### src/design/rational_reduce_normalize_top_macros.svh
// ----------------------------------------------------------------------------
// rational_reduce_normalize_top_macros
// Assertion macros shared by the fraction reducer.
// ----------------------------------------------------------------------------
`ifndef RATIONAL_REDUCE_NORMALIZE_TOP_MACROS_SVH
`define RATIONAL_REDUCE_NORMALIZE_TOP_MACROS_SVH

// same-cycle implication, disabled while in reset
`define RRN_ASSERT_NOW(label, clk, rst_n, ante, cons) \
  label: assert property (@(posedge clk) disable iff (!rst_n) (ante) |-> (cons)) \
    else $error("rrn assertion failed");

// next-cycle implication, disabled while in reset
`define RRN_ASSERT_NEXT(label, clk, rst_n, ante, cons) \
  label: assert property (@(posedge clk) disable iff (!rst_n) (ante) |=> (cons)) \
    else $error("rrn assertion failed");

`endif

### src/design/rrn_pkg.sv
// ----------------------------------------------------------------------------
// rrn_pkg
// Types, codes and constants of the fraction reducer.
// ----------------------------------------------------------------------------
package rrn_pkg;

  localparam int unsigned DefaultWidth = 64;
  localparam int unsigned FieldW       = 64;
  localparam int unsigned DenOutW      = 63;

  typedef enum logic [1:0] {
    ST_INT      = 2'd0,
    ST_RAT      = 2'd1,
    ST_UNREP    = 2'd2,
    ST_ZERO_DEN = 2'd3
  } rrn_status_e;

  typedef struct packed {
    logic signed [FieldW-1:0] num_in;
    logic signed [FieldW-1:0] den_in;
  } rrn_in_t;

  typedef struct packed {
    logic signed [FieldW-1:0] num_out;
    logic [DenOutW-1:0]       den_out;
    rrn_status_e              status;
  } rrn_out_t;

  typedef enum logic [2:0] {
    S_IDLE,
    S_CHECK,
    S_COMMON,
    S_AODD,
    S_GCD,
    S_DIV,
    S_FIN,
    S_DONE
  } rrn_state_e;

  // controller -> datapath
  typedef struct packed {
    logic load;
    logic common_shift;
    logic save_shift;
    logic a_shift;
    logic gcd_step;
    logic div_init;
    logic div_step;
    logic capture;
  } rrn_cmd_t;

  // datapath -> controller
  typedef struct packed {
    logic trivial;    // zero denominator or zero numerator
    logic both_even;
    logic a_even;
    logic b_zero;
    logic div_last;
  } rrn_stat_t;

endpackage

### src/design/rrn_ctrl.sv
// ----------------------------------------------------------------------------
// rrn_ctrl
// Sequencer: gcd phases, bit-serial division, result strobe.
// ----------------------------------------------------------------------------
module rrn_ctrl (
  input  logic              clk_i,
  input  logic              rst_ni,
  input  logic              start,
  input  rrn_pkg::rrn_stat_t stat_i,
  output rrn_pkg::rrn_cmd_t  cmd_o,
  output logic              busy,
  output logic              strobe_o
);

  rrn_pkg::rrn_state_e state_q, state_d;

  always_ff @(posedge clk_i or negedge rst_ni) begin
    if (!rst_ni) begin
      state_q <= rrn_pkg::S_IDLE;
    end else begin
      state_q <= state_d;
    end
  end

  always_comb begin
    state_d = state_q;
    unique case (state_q)
      rrn_pkg::S_IDLE: begin
        if (start) state_d = rrn_pkg::S_CHECK;
      end
      rrn_pkg::S_CHECK: begin
        state_d = stat_i.trivial ? rrn_pkg::S_FIN : rrn_pkg::S_COMMON;
      end
      rrn_pkg::S_COMMON: begin
        if (!stat_i.both_even) state_d = rrn_pkg::S_AODD;
      end
      rrn_pkg::S_AODD: begin
        if (!stat_i.a_even) state_d = rrn_pkg::S_GCD;
      end
      rrn_pkg::S_GCD: begin
        if (stat_i.b_zero) state_d = rrn_pkg::S_DIV;
      end
      rrn_pkg::S_DIV: begin
        if (stat_i.div_last) state_d = rrn_pkg::S_FIN;
      end
      rrn_pkg::S_FIN: begin
        state_d = rrn_pkg::S_DONE;
      end
      rrn_pkg::S_DONE: begin
        state_d = rrn_pkg::S_IDLE;
      end
      default: begin
        state_d = rrn_pkg::S_IDLE;
      end
    endcase
  end

  always_comb begin
    cmd_o    = '0;
    busy     = 1'b1;
    strobe_o = 1'b0;
    unique case (state_q)
      rrn_pkg::S_IDLE: begin
        busy       = 1'b0;
        cmd_o.load = start;
      end
      rrn_pkg::S_CHECK: begin
      end
      rrn_pkg::S_COMMON: begin
        cmd_o.common_shift = stat_i.both_even;
        cmd_o.save_shift   = !stat_i.both_even;
      end
      rrn_pkg::S_AODD: begin
        cmd_o.a_shift = stat_i.a_even;
      end
      rrn_pkg::S_GCD: begin
        cmd_o.gcd_step = !stat_i.b_zero;
        cmd_o.div_init = stat_i.b_zero;
      end
      rrn_pkg::S_DIV: begin
        cmd_o.div_step = 1'b1;
      end
      rrn_pkg::S_FIN: begin
        cmd_o.capture = 1'b1;
      end
      rrn_pkg::S_DONE: begin
        strobe_o = 1'b1;
      end
      default: begin
        busy = 1'b1;
      end
    endcase
  end

endmodule

### src/design/rrn_dp.sv
// ----------------------------------------------------------------------------
// rrn_dp
// Datapath: magnitudes, binary gcd, two restoring dividers, result register.
// ----------------------------------------------------------------------------
module rrn_dp #(
  parameter int unsigned WIDTH = rrn_pkg::DefaultWidth
) (
  input  logic               clk_i,
  input  logic               rst_ni,
  input  rrn_pkg::rrn_in_t   in_i,
  input  rrn_pkg::rrn_cmd_t  cmd_i,
  output rrn_pkg::rrn_stat_t stat_o,
  output rrn_pkg::rrn_out_t  out_o
);

  localparam int unsigned CntW = $clog2(WIDTH);
  localparam logic [WIDTH-1:0] SignBit = {1'b1, {(WIDTH-1){1'b0}}};
  localparam logic [WIDTH-1:0] One     = {{(WIDTH-1){1'b0}}, 1'b1};

  logic [WIDTH-1:0] a_q, b_q, nsh_q, dsh_q;
  logic [WIDTH-1:0] qn_q, qd_q, remn_q, remd_q;
  logic [CntW-1:0]  cnt_q;
  logic             dz_q, nz_q, sign_q;
  rrn_pkg::rrn_out_t res_q, res_d;

  // input magnitudes, upper bits ignored; the minimum maps to 2^(WIDTH-1)
  logic [WIDTH-1:0] nv, dv, nm, dm;
  assign nv = in_i.num_in[WIDTH-1:0];
  assign dv = in_i.den_in[WIDTH-1:0];
  assign nm = nv[WIDTH-1] ? (~nv + One) : nv;
  assign dm = dv[WIDTH-1] ? (~dv + One) : dv;

  // gcd step on odd a
  logic [WIDTH:0]   d_ab;
  logic [WIDTH-1:0] d_ba;
  assign d_ab = {1'b0, a_q} - {1'b0, b_q};
  assign d_ba = b_q - a_q;

  // divider trial subtracts
  logic [WIDTH:0] trial_n, trial_d, sub_n, sub_d;
  assign trial_n = {remn_q, qn_q[WIDTH-1]};
  assign trial_d = {remd_q, qd_q[WIDTH-1]};
  assign sub_n   = trial_n - {1'b0, a_q};
  assign sub_d   = trial_d - {1'b0, a_q};

  assign stat_o.trivial   = dz_q || nz_q;
  assign stat_o.both_even = !a_q[0] && !b_q[0];
  assign stat_o.a_even    = !a_q[0];
  assign stat_o.b_zero    = (b_q == '0);
  assign stat_o.div_last  = (cnt_q == CntW'(WIDTH - 1));

  always_ff @(posedge clk_i or negedge rst_ni) begin
    if (!rst_ni) begin
      cnt_q <= '0;
    end else if (cmd_i.div_init) begin
      cnt_q <= '0;
    end else if (cmd_i.div_step) begin
      cnt_q <= cnt_q + CntW'(1);
    end
  end

  always_ff @(posedge clk_i) begin
    if (cmd_i.load) begin
      a_q    <= nm;
      b_q    <= dm;
      nz_q   <= (nm == '0);
      dz_q   <= (dm == '0);
      sign_q <= nv[WIDTH-1] ^ dv[WIDTH-1];
    end
    if (cmd_i.common_shift) begin
      a_q <= a_q >> 1;
      b_q <= b_q >> 1;
    end
    // operands with the common power of two removed; the odd gcd divides both
    if (cmd_i.save_shift) begin
      nsh_q <= a_q;
      dsh_q <= b_q;
    end
    if (cmd_i.a_shift) begin
      a_q <= a_q >> 1;
    end
    if (cmd_i.gcd_step) begin
      if (!b_q[0]) begin
        b_q <= b_q >> 1;
      end else if (d_ab[WIDTH]) begin
        b_q <= d_ba;
      end else begin
        a_q <= b_q;
        b_q <= d_ab[WIDTH-1:0];
      end
    end
    if (cmd_i.div_init) begin
      qn_q   <= nsh_q;
      qd_q   <= dsh_q;
      remn_q <= '0;
      remd_q <= '0;
    end
    if (cmd_i.div_step) begin
      remn_q <= sub_n[WIDTH] ? trial_n[WIDTH-1:0] : sub_n[WIDTH-1:0];
      remd_q <= sub_d[WIDTH] ? trial_d[WIDTH-1:0] : sub_d[WIDTH-1:0];
      qn_q   <= {qn_q[WIDTH-2:0], !sub_n[WIDTH]};
      qd_q   <= {qd_q[WIDTH-2:0], !sub_d[WIDTH]};
    end
    if (cmd_i.capture) begin
      res_q <= res_d;
    end
  end

  logic [WIDTH-1:0]          num_w;
  logic [rrn_pkg::FieldW-1:0] den_ext;
  assign num_w   = sign_q ? (~qn_q + One) : qn_q;
  assign den_ext = rrn_pkg::FieldW'(qd_q);

  always_comb begin
    res_d.num_out = rrn_pkg::FieldW'($signed(num_w));
    res_d.den_out = den_ext[rrn_pkg::DenOutW-1:0];
    res_d.status  = (qd_q == One) ? rrn_pkg::ST_INT : rrn_pkg::ST_RAT;
    if (dz_q) begin
      res_d.num_out = '0;
      res_d.den_out = '0;
      res_d.status  = rrn_pkg::ST_ZERO_DEN;
    end else if (nz_q) begin
      res_d.num_out = '0;
      res_d.den_out = rrn_pkg::DenOutW'(1);
      res_d.status  = rrn_pkg::ST_INT;
    end else if (qn_q == SignBit || qd_q == SignBit) begin
      res_d.num_out = '0;
      res_d.den_out = '0;
      res_d.status  = rrn_pkg::ST_UNREP;
    end
  end

  assign out_o = res_q;

endmodule

### src/design/rational_reduce_normalize_top.sv
// ----------------------------------------------------------------------------
// rational_reduce_normalize_top
// Reduces a signed fraction to lowest terms with a positive denominator.
// ----------------------------------------------------------------------------
// Usage:
//   Drive in_i and raise start; the beat is taken at the clock edge where
//   start is high and busy is low. busy then stays high until the result has
//   been shown. The result sits on out_o for exactly one cycle with strobe_o
//   high; the receiver cannot stall, so it must take it in that cycle.
//   After the accept the sequencer checks for a zero operand, strips the
//   shared trailing zeros, then the further trailing zeros of the numerator,
//   and runs the subtract/shift binary gcd loop, one step per cycle; each
//   subtract leaves b even. The bit-serial restoring dividers (numerator and
//   denominator in parallel) then divide the shifted operands by the odd gcd,
//   and the result is captured and shown. Zero numerator or zero denominator
//   skips straight from the check to the result capture. busy falls in the
//   cycle after the strobe, so the next beat can be accepted in that cycle.
//   Reset returns the sequencer to idle; any beat in progress is dropped
//   and no strobe is issued for it.
// ----------------------------------------------------------------------------
`include "rational_reduce_normalize_top_macros.svh"

module rational_reduce_normalize_top #(
  parameter int unsigned WIDTH = rrn_pkg::DefaultWidth
) (
  input  logic              clk_i,
  input  logic              rst_ni,
  input  logic              start,
  input  rrn_pkg::rrn_in_t  in_i,
  output logic              busy,
  output logic              strobe_o,
  output rrn_pkg::rrn_out_t out_o
);

  rrn_pkg::rrn_cmd_t  cmd;
  rrn_pkg::rrn_stat_t stat;

  rrn_ctrl u_ctrl (
    .clk_i    (clk_i),
    .rst_ni   (rst_ni),
    .start    (start),
    .stat_i   (stat),
    .cmd_o    (cmd),
    .busy     (busy),
    .strobe_o (strobe_o)
  );

  rrn_dp #(
    .WIDTH (WIDTH)
  ) u_dp (
    .clk_i  (clk_i),
    .rst_ni (rst_ni),
    .in_i   (in_i),
    .cmd_i  (cmd),
    .stat_o (stat),
    .out_o  (out_o)
  );

  `RRN_ASSERT_NEXT(a_accept_busy, clk_i, rst_ni, start && !busy, busy)
  `RRN_ASSERT_NEXT(a_strobe_single, clk_i, rst_ni, strobe_o, !strobe_o && !busy)
  `RRN_ASSERT_NOW(a_strobe_busy, clk_i, rst_ni, strobe_o, busy)
  `RRN_ASSERT_NOW(a_err_zero, clk_i, rst_ni,
    strobe_o && (out_o.status == rrn_pkg::ST_ZERO_DEN || out_o.status == rrn_pkg::ST_UNREP),
    out_o.num_out == '0 && out_o.den_out == '0)

endmodule
### config.mk
export PLATFORM = sky130hd
export DESIGN_NAME = rational_reduce_normalize_top
export DESIGN_NICKNAME = d
export VERILOG_FILES = /design/src/design/rrn_pkg.sv /design/src/design/rrn_ctrl.sv /design/src/design/rrn_dp.sv /design/src/design/rational_reduce_normalize_top.sv
export VERILOG_INCLUDE_DIRS = /design/src /design/src/design
export SDC_FILE = /design/constraint.sdc
export NUM_CORES = 2
export LEC_CHECK = 0
export BUFFER_PORTS_ARGS = -buffer_cell sky130_fd_sc_hd__clkbuf_2
export CAP_MARGIN = 10
export CORE_AREA = 4 4 377 230
export DETAILED_ROUTE_END_ITERATION = 16
export DIE_AREA = 0 0 381 234
export PLACE_DENSITY_LB_ADDON = 0.08
export SYNTH_ARGS = -nofsm -noshare
export SYNTH_HDL_FRONTEND = slang
export SYNTH_SLANG_ARGS = --single-unit
### constraint.sdc
create_clock -name clk_i -period 9.55 [get_ports clk_i]
set_input_delay 0.4775 -clock clk_i [delete_from_list [all_inputs] [get_ports clk_i]]
set_output_delay 0.4775 -clock clk_i [all_outputs]
set_load 0.005 [all_outputs]
==> impl_results.md <==
- Antenna violations before repair: 12
- Cts repair resizes: 0
- GRT busiest layer: met1
- DR vias/cell: a little under 7
- HP Class: in -> reg
- Met3 usage: between 15 and 20%
- Setup TNS: 0 ns
- Root Driver: clkbuf_16
- Reg2Reg Depth: 15
- Final Setup Violations: 0
- Final WL: 179000 um
- Nets: ~5800
- Unique masters post-synth: 89
- Mapped Nets: 5703
- Largest net degree at the start of global routing: 168
- Status: finished with violations
- CP cell instances: inv_1 > ha_1 > inv_1 > fa_1 > a211oi_1 > o21ai_0 > o211ai_1 > a21o_1 > a211o_1 > a21oi_1 > or4_1 > nand3_4 > buf_4 > nand2_1 > o22ai_1
- Most common cell after layout, fill and taps aside: nand2_1
- Worst R2R Setup Slack: about 3.5 ns
- #FFs+latches synth: roughly 650
- Reg-to-Reg End: u_dp.remd_q[54]$_SDFFCE_PN0P_
- Hold path endpoint: u_ctrl.state_q[0]$_DFFE_PN0P_
- Fill cell count: around 7300
- Fin area: 51400 um^2
- Mapped Area: 47100 um^2
- Post-synth top flop: edfxtp_1
- RSZ-0062 raised after global routing: false
- CTS Buf Count: just under 70
- Critical path type: reg -> reg
- Die Y: 234 um
- Largest fanout on the critical path: 55
- Cell Area, Placed: about 49000 um^2
- GRT Total Usage: about 39%
- Sequential share of the synthesized area: about 40%
- Largest stage delay, worst path: 0.72 ns
- Violated checks: max-capacitance violations
- First-pass GRT wire length: 259000 um
- CTS max path bufs: 3
- CP arrival: 6.56 ns
- Hold_sp: start
- DRC viols: 0
- Antenna Nets Post-Route: 0
- IO Port Bufs: 261
- Starting Density: 56.7%
- GR Util met2: 50.7%
- Synth async-reset ratio: 1.38%
- Post-Syn Instances: 5309
- Required @ worst endpoint: 10.04 ns
- WL/cell: between 20 and 30 um
- Final hold violations: 0
- Clk sink count: ~650
- DIE WIDTH: 381 um
- Final period utilization: a little under two thirds
- Fmax: 165 MHz
- WHS Path Cells: 3
- Max-slew violation count: 0
- Skew final: 0.0266 ns
- Minimum period implied by the final worst setup slack: 6.07 ns
- CTS tree: done
- Worst-path clk slew: about 0.070 ns
- CP bufs+invs: 3
- Layout cells sized above 1: 9.04%
- Most frequent cells in the layout: 713 x nand2_1, 580 x edfxtp_1, 492 x a21oi_1
- Gr ovfl total: 0
- Clk_lat worst skew: 0.68 ns
- CP startpoint kind: flip-flop
- Total die area: 89200 um^2
- DRT iter0 DRCs: 7061
- Post-synth EDFFs: between 500 and 600
- Pre-antenna DRT Iters: 10
- CP top delay family: compound AO/OA/AOI/OAI gates
- Grt met1 use: 57.3%
- GPL Wtd Cong: 1.11
- Area of the multi-input gates: 26200 um^2
- I/O pin count: 262
- Row cnt: 82
- H-tree levels: 3
- Relative slew slack: under 10%
- Layout area overhead: 8.99%
- Critical path's slowest cell: buf_4
- R2R Path Start: u_dp.den_ext[63]$_DFFE_PP_
- WHS: 0.191 ns
- Syn Area/Cell: 8.88 um^2
- Final HPWL DP: 138000 um
- Vias in the first global route: 39200
- Total number of vias: 44300
- CP dominant cell by count: inv_1
- Max-capacitance violation count: 1
- CP Capture Type: flip-flop
- Synth warn: 0
- Worst slew pin tran: ~1.5 ns
- Core area: 83100 um^2
- Reg area: 18900 um^2
==> repair_timing <==
item | in CTS | in global routing
setup buffers | 0 | 0
hold buffers | 1 | 0
hold endpoints to repair | 9 | 0
==> cells in the mapped netlist (42+ instances only) <==
master | n | area share, %
a211oi_1 | 154 | 2.5
a21o_1 | 117 | 1.9
a21oi_1 | 492 | 5.2
a31oi_1 | 42 | 0.56
and2_1 | 82 | 1.1
and3_1 | 42 | 0.56
clkbuf_1 | 275 | 2.2
dfxtp_1 | 64 | 2.7
edfxtp_1 | 580 | 37
ha_1 | 259 | 6.9
inv_1 | 204 | 1.6
mux2i_1 | 76 | 1.6
nand2_1 | 714 | 5.7
nand3_1 | 106 | 1.1
nand4_1 | 93 | 1.2
nor2_1 | 409 | 3.3
nor3_1 | 85 | 0.90
nor4_1 | 72 | 0.96
o21a_1 | 45 | 0.72
o21ai_0 | 314 | 3.3
o21bai_1 | 64 | 1.0
o31ai_1 | 65 | 1.0
or3_1 | 60 | 0.80
xnor2_1 | 156 | 2.9
xor2_1 | 205 | 3.8
==> logic make-up after synthesis <==
kind of cell	share of synthesized area (%)
fa+ha+maj	7.05
buf+inv	4.39
simple gates	18.2
xor+xnor	6.71
flops	40.2
mux	1.78
compound gates	21.7
==> how the worst max path moves through the flow <==
stage,start,endpoint,slack [ns],depth (start not counted)
6_report,u_dp.den_ext[63]$_DFFE_PP_,u_dp.remd_q[54]$_SDFFCE_PN0P_,3.48,15
2_1_floorplan,u_ctrl.state_q[0]$_DFFE_PN0P_,u_dp.out_o[0]$_SDFFCE_PP1N_,2.91,2
3_5_place_dp,u_dp.den_ext[63]$_DFFE_PP_,u_dp.remd_q[39]$_SDFFCE_PN0P_,3.79,15
5_1_grt,u_dp.den_ext[63]$_DFFE_PP_,u_dp.remd_q[39]$_SDFFCE_PN0P_,3.27,15
4_1_cts,u_dp.a_q[0]$_DFF_P_,u_dp.remn_q[63]$_SDFFCE_PN0P_,3.76,14
3_3_place_gp,u_dp.den_ext[63]$_DFFE_PP_,u_dp.remd_q[57]$_SDFFCE_PN0P_,3.92,15
==> through the flow <==
step | utilization (%) | worst slack, ns | std cells
finish | 61.8 | 3.48 | 6537
global route | 61.8 | 3.27 | 6523
CTS | 61.7 | 3.76 | 6520
detailed placement | 59.0 | 3.79 | 6396
global placement | 59.0 | 3.92 | 6395
floorplan | - | 2.91 | 5309
==> routing by layer <==
metal  part of all wire, %  up-vias
li1                      -    19800
met1                    42    21200
met2                    39     2897
met3                    15      364
met4                   3.3       14
met5                  0.23        -
==> sequential cells by signal, indices dropped and copies added (netlist names), 64 cells and up <==
| signal | count |
|---|---|
| u_dp.out_o | 129 |
| u_dp.b_q | 64 |
| u_dp.a_q | 64 |
| u_dp.remn_q | 64 |
| u_dp.remd_q | 64 |
| u_dp.qn_q | 64 |
| u_dp.den_ext | 64 |
| u_dp.nsh_q | 64 |
| u_dp.dsh_q | 64 |
==> tightest hold or removal path: cells and delay by family <==
kind	cells	cell delay, ns
simple gates	1	0.15
buf+inv	1	0.10
compound gates	1	0.09
==> final cells by class <==
| cell class | count | area share (%) |
|---|---|---|
| tap | 1092 | 2.66 |
| inverter | 204 | 1.49 |
| timing repair buffer | 322 | 3.55 |
| clock inverter | 36 | 0.762 |
| multi-input combinational | 4129 | 51.1 |
| sequential | 653 | 36.8 |
| antenna | 14 | 0.0682 |
| clock buffer | 87 | 3.55 |
Power is left out: the tool's default activity adds up to more than one toggle a clock period on the data nets, which glitch-free logic cannot reach.
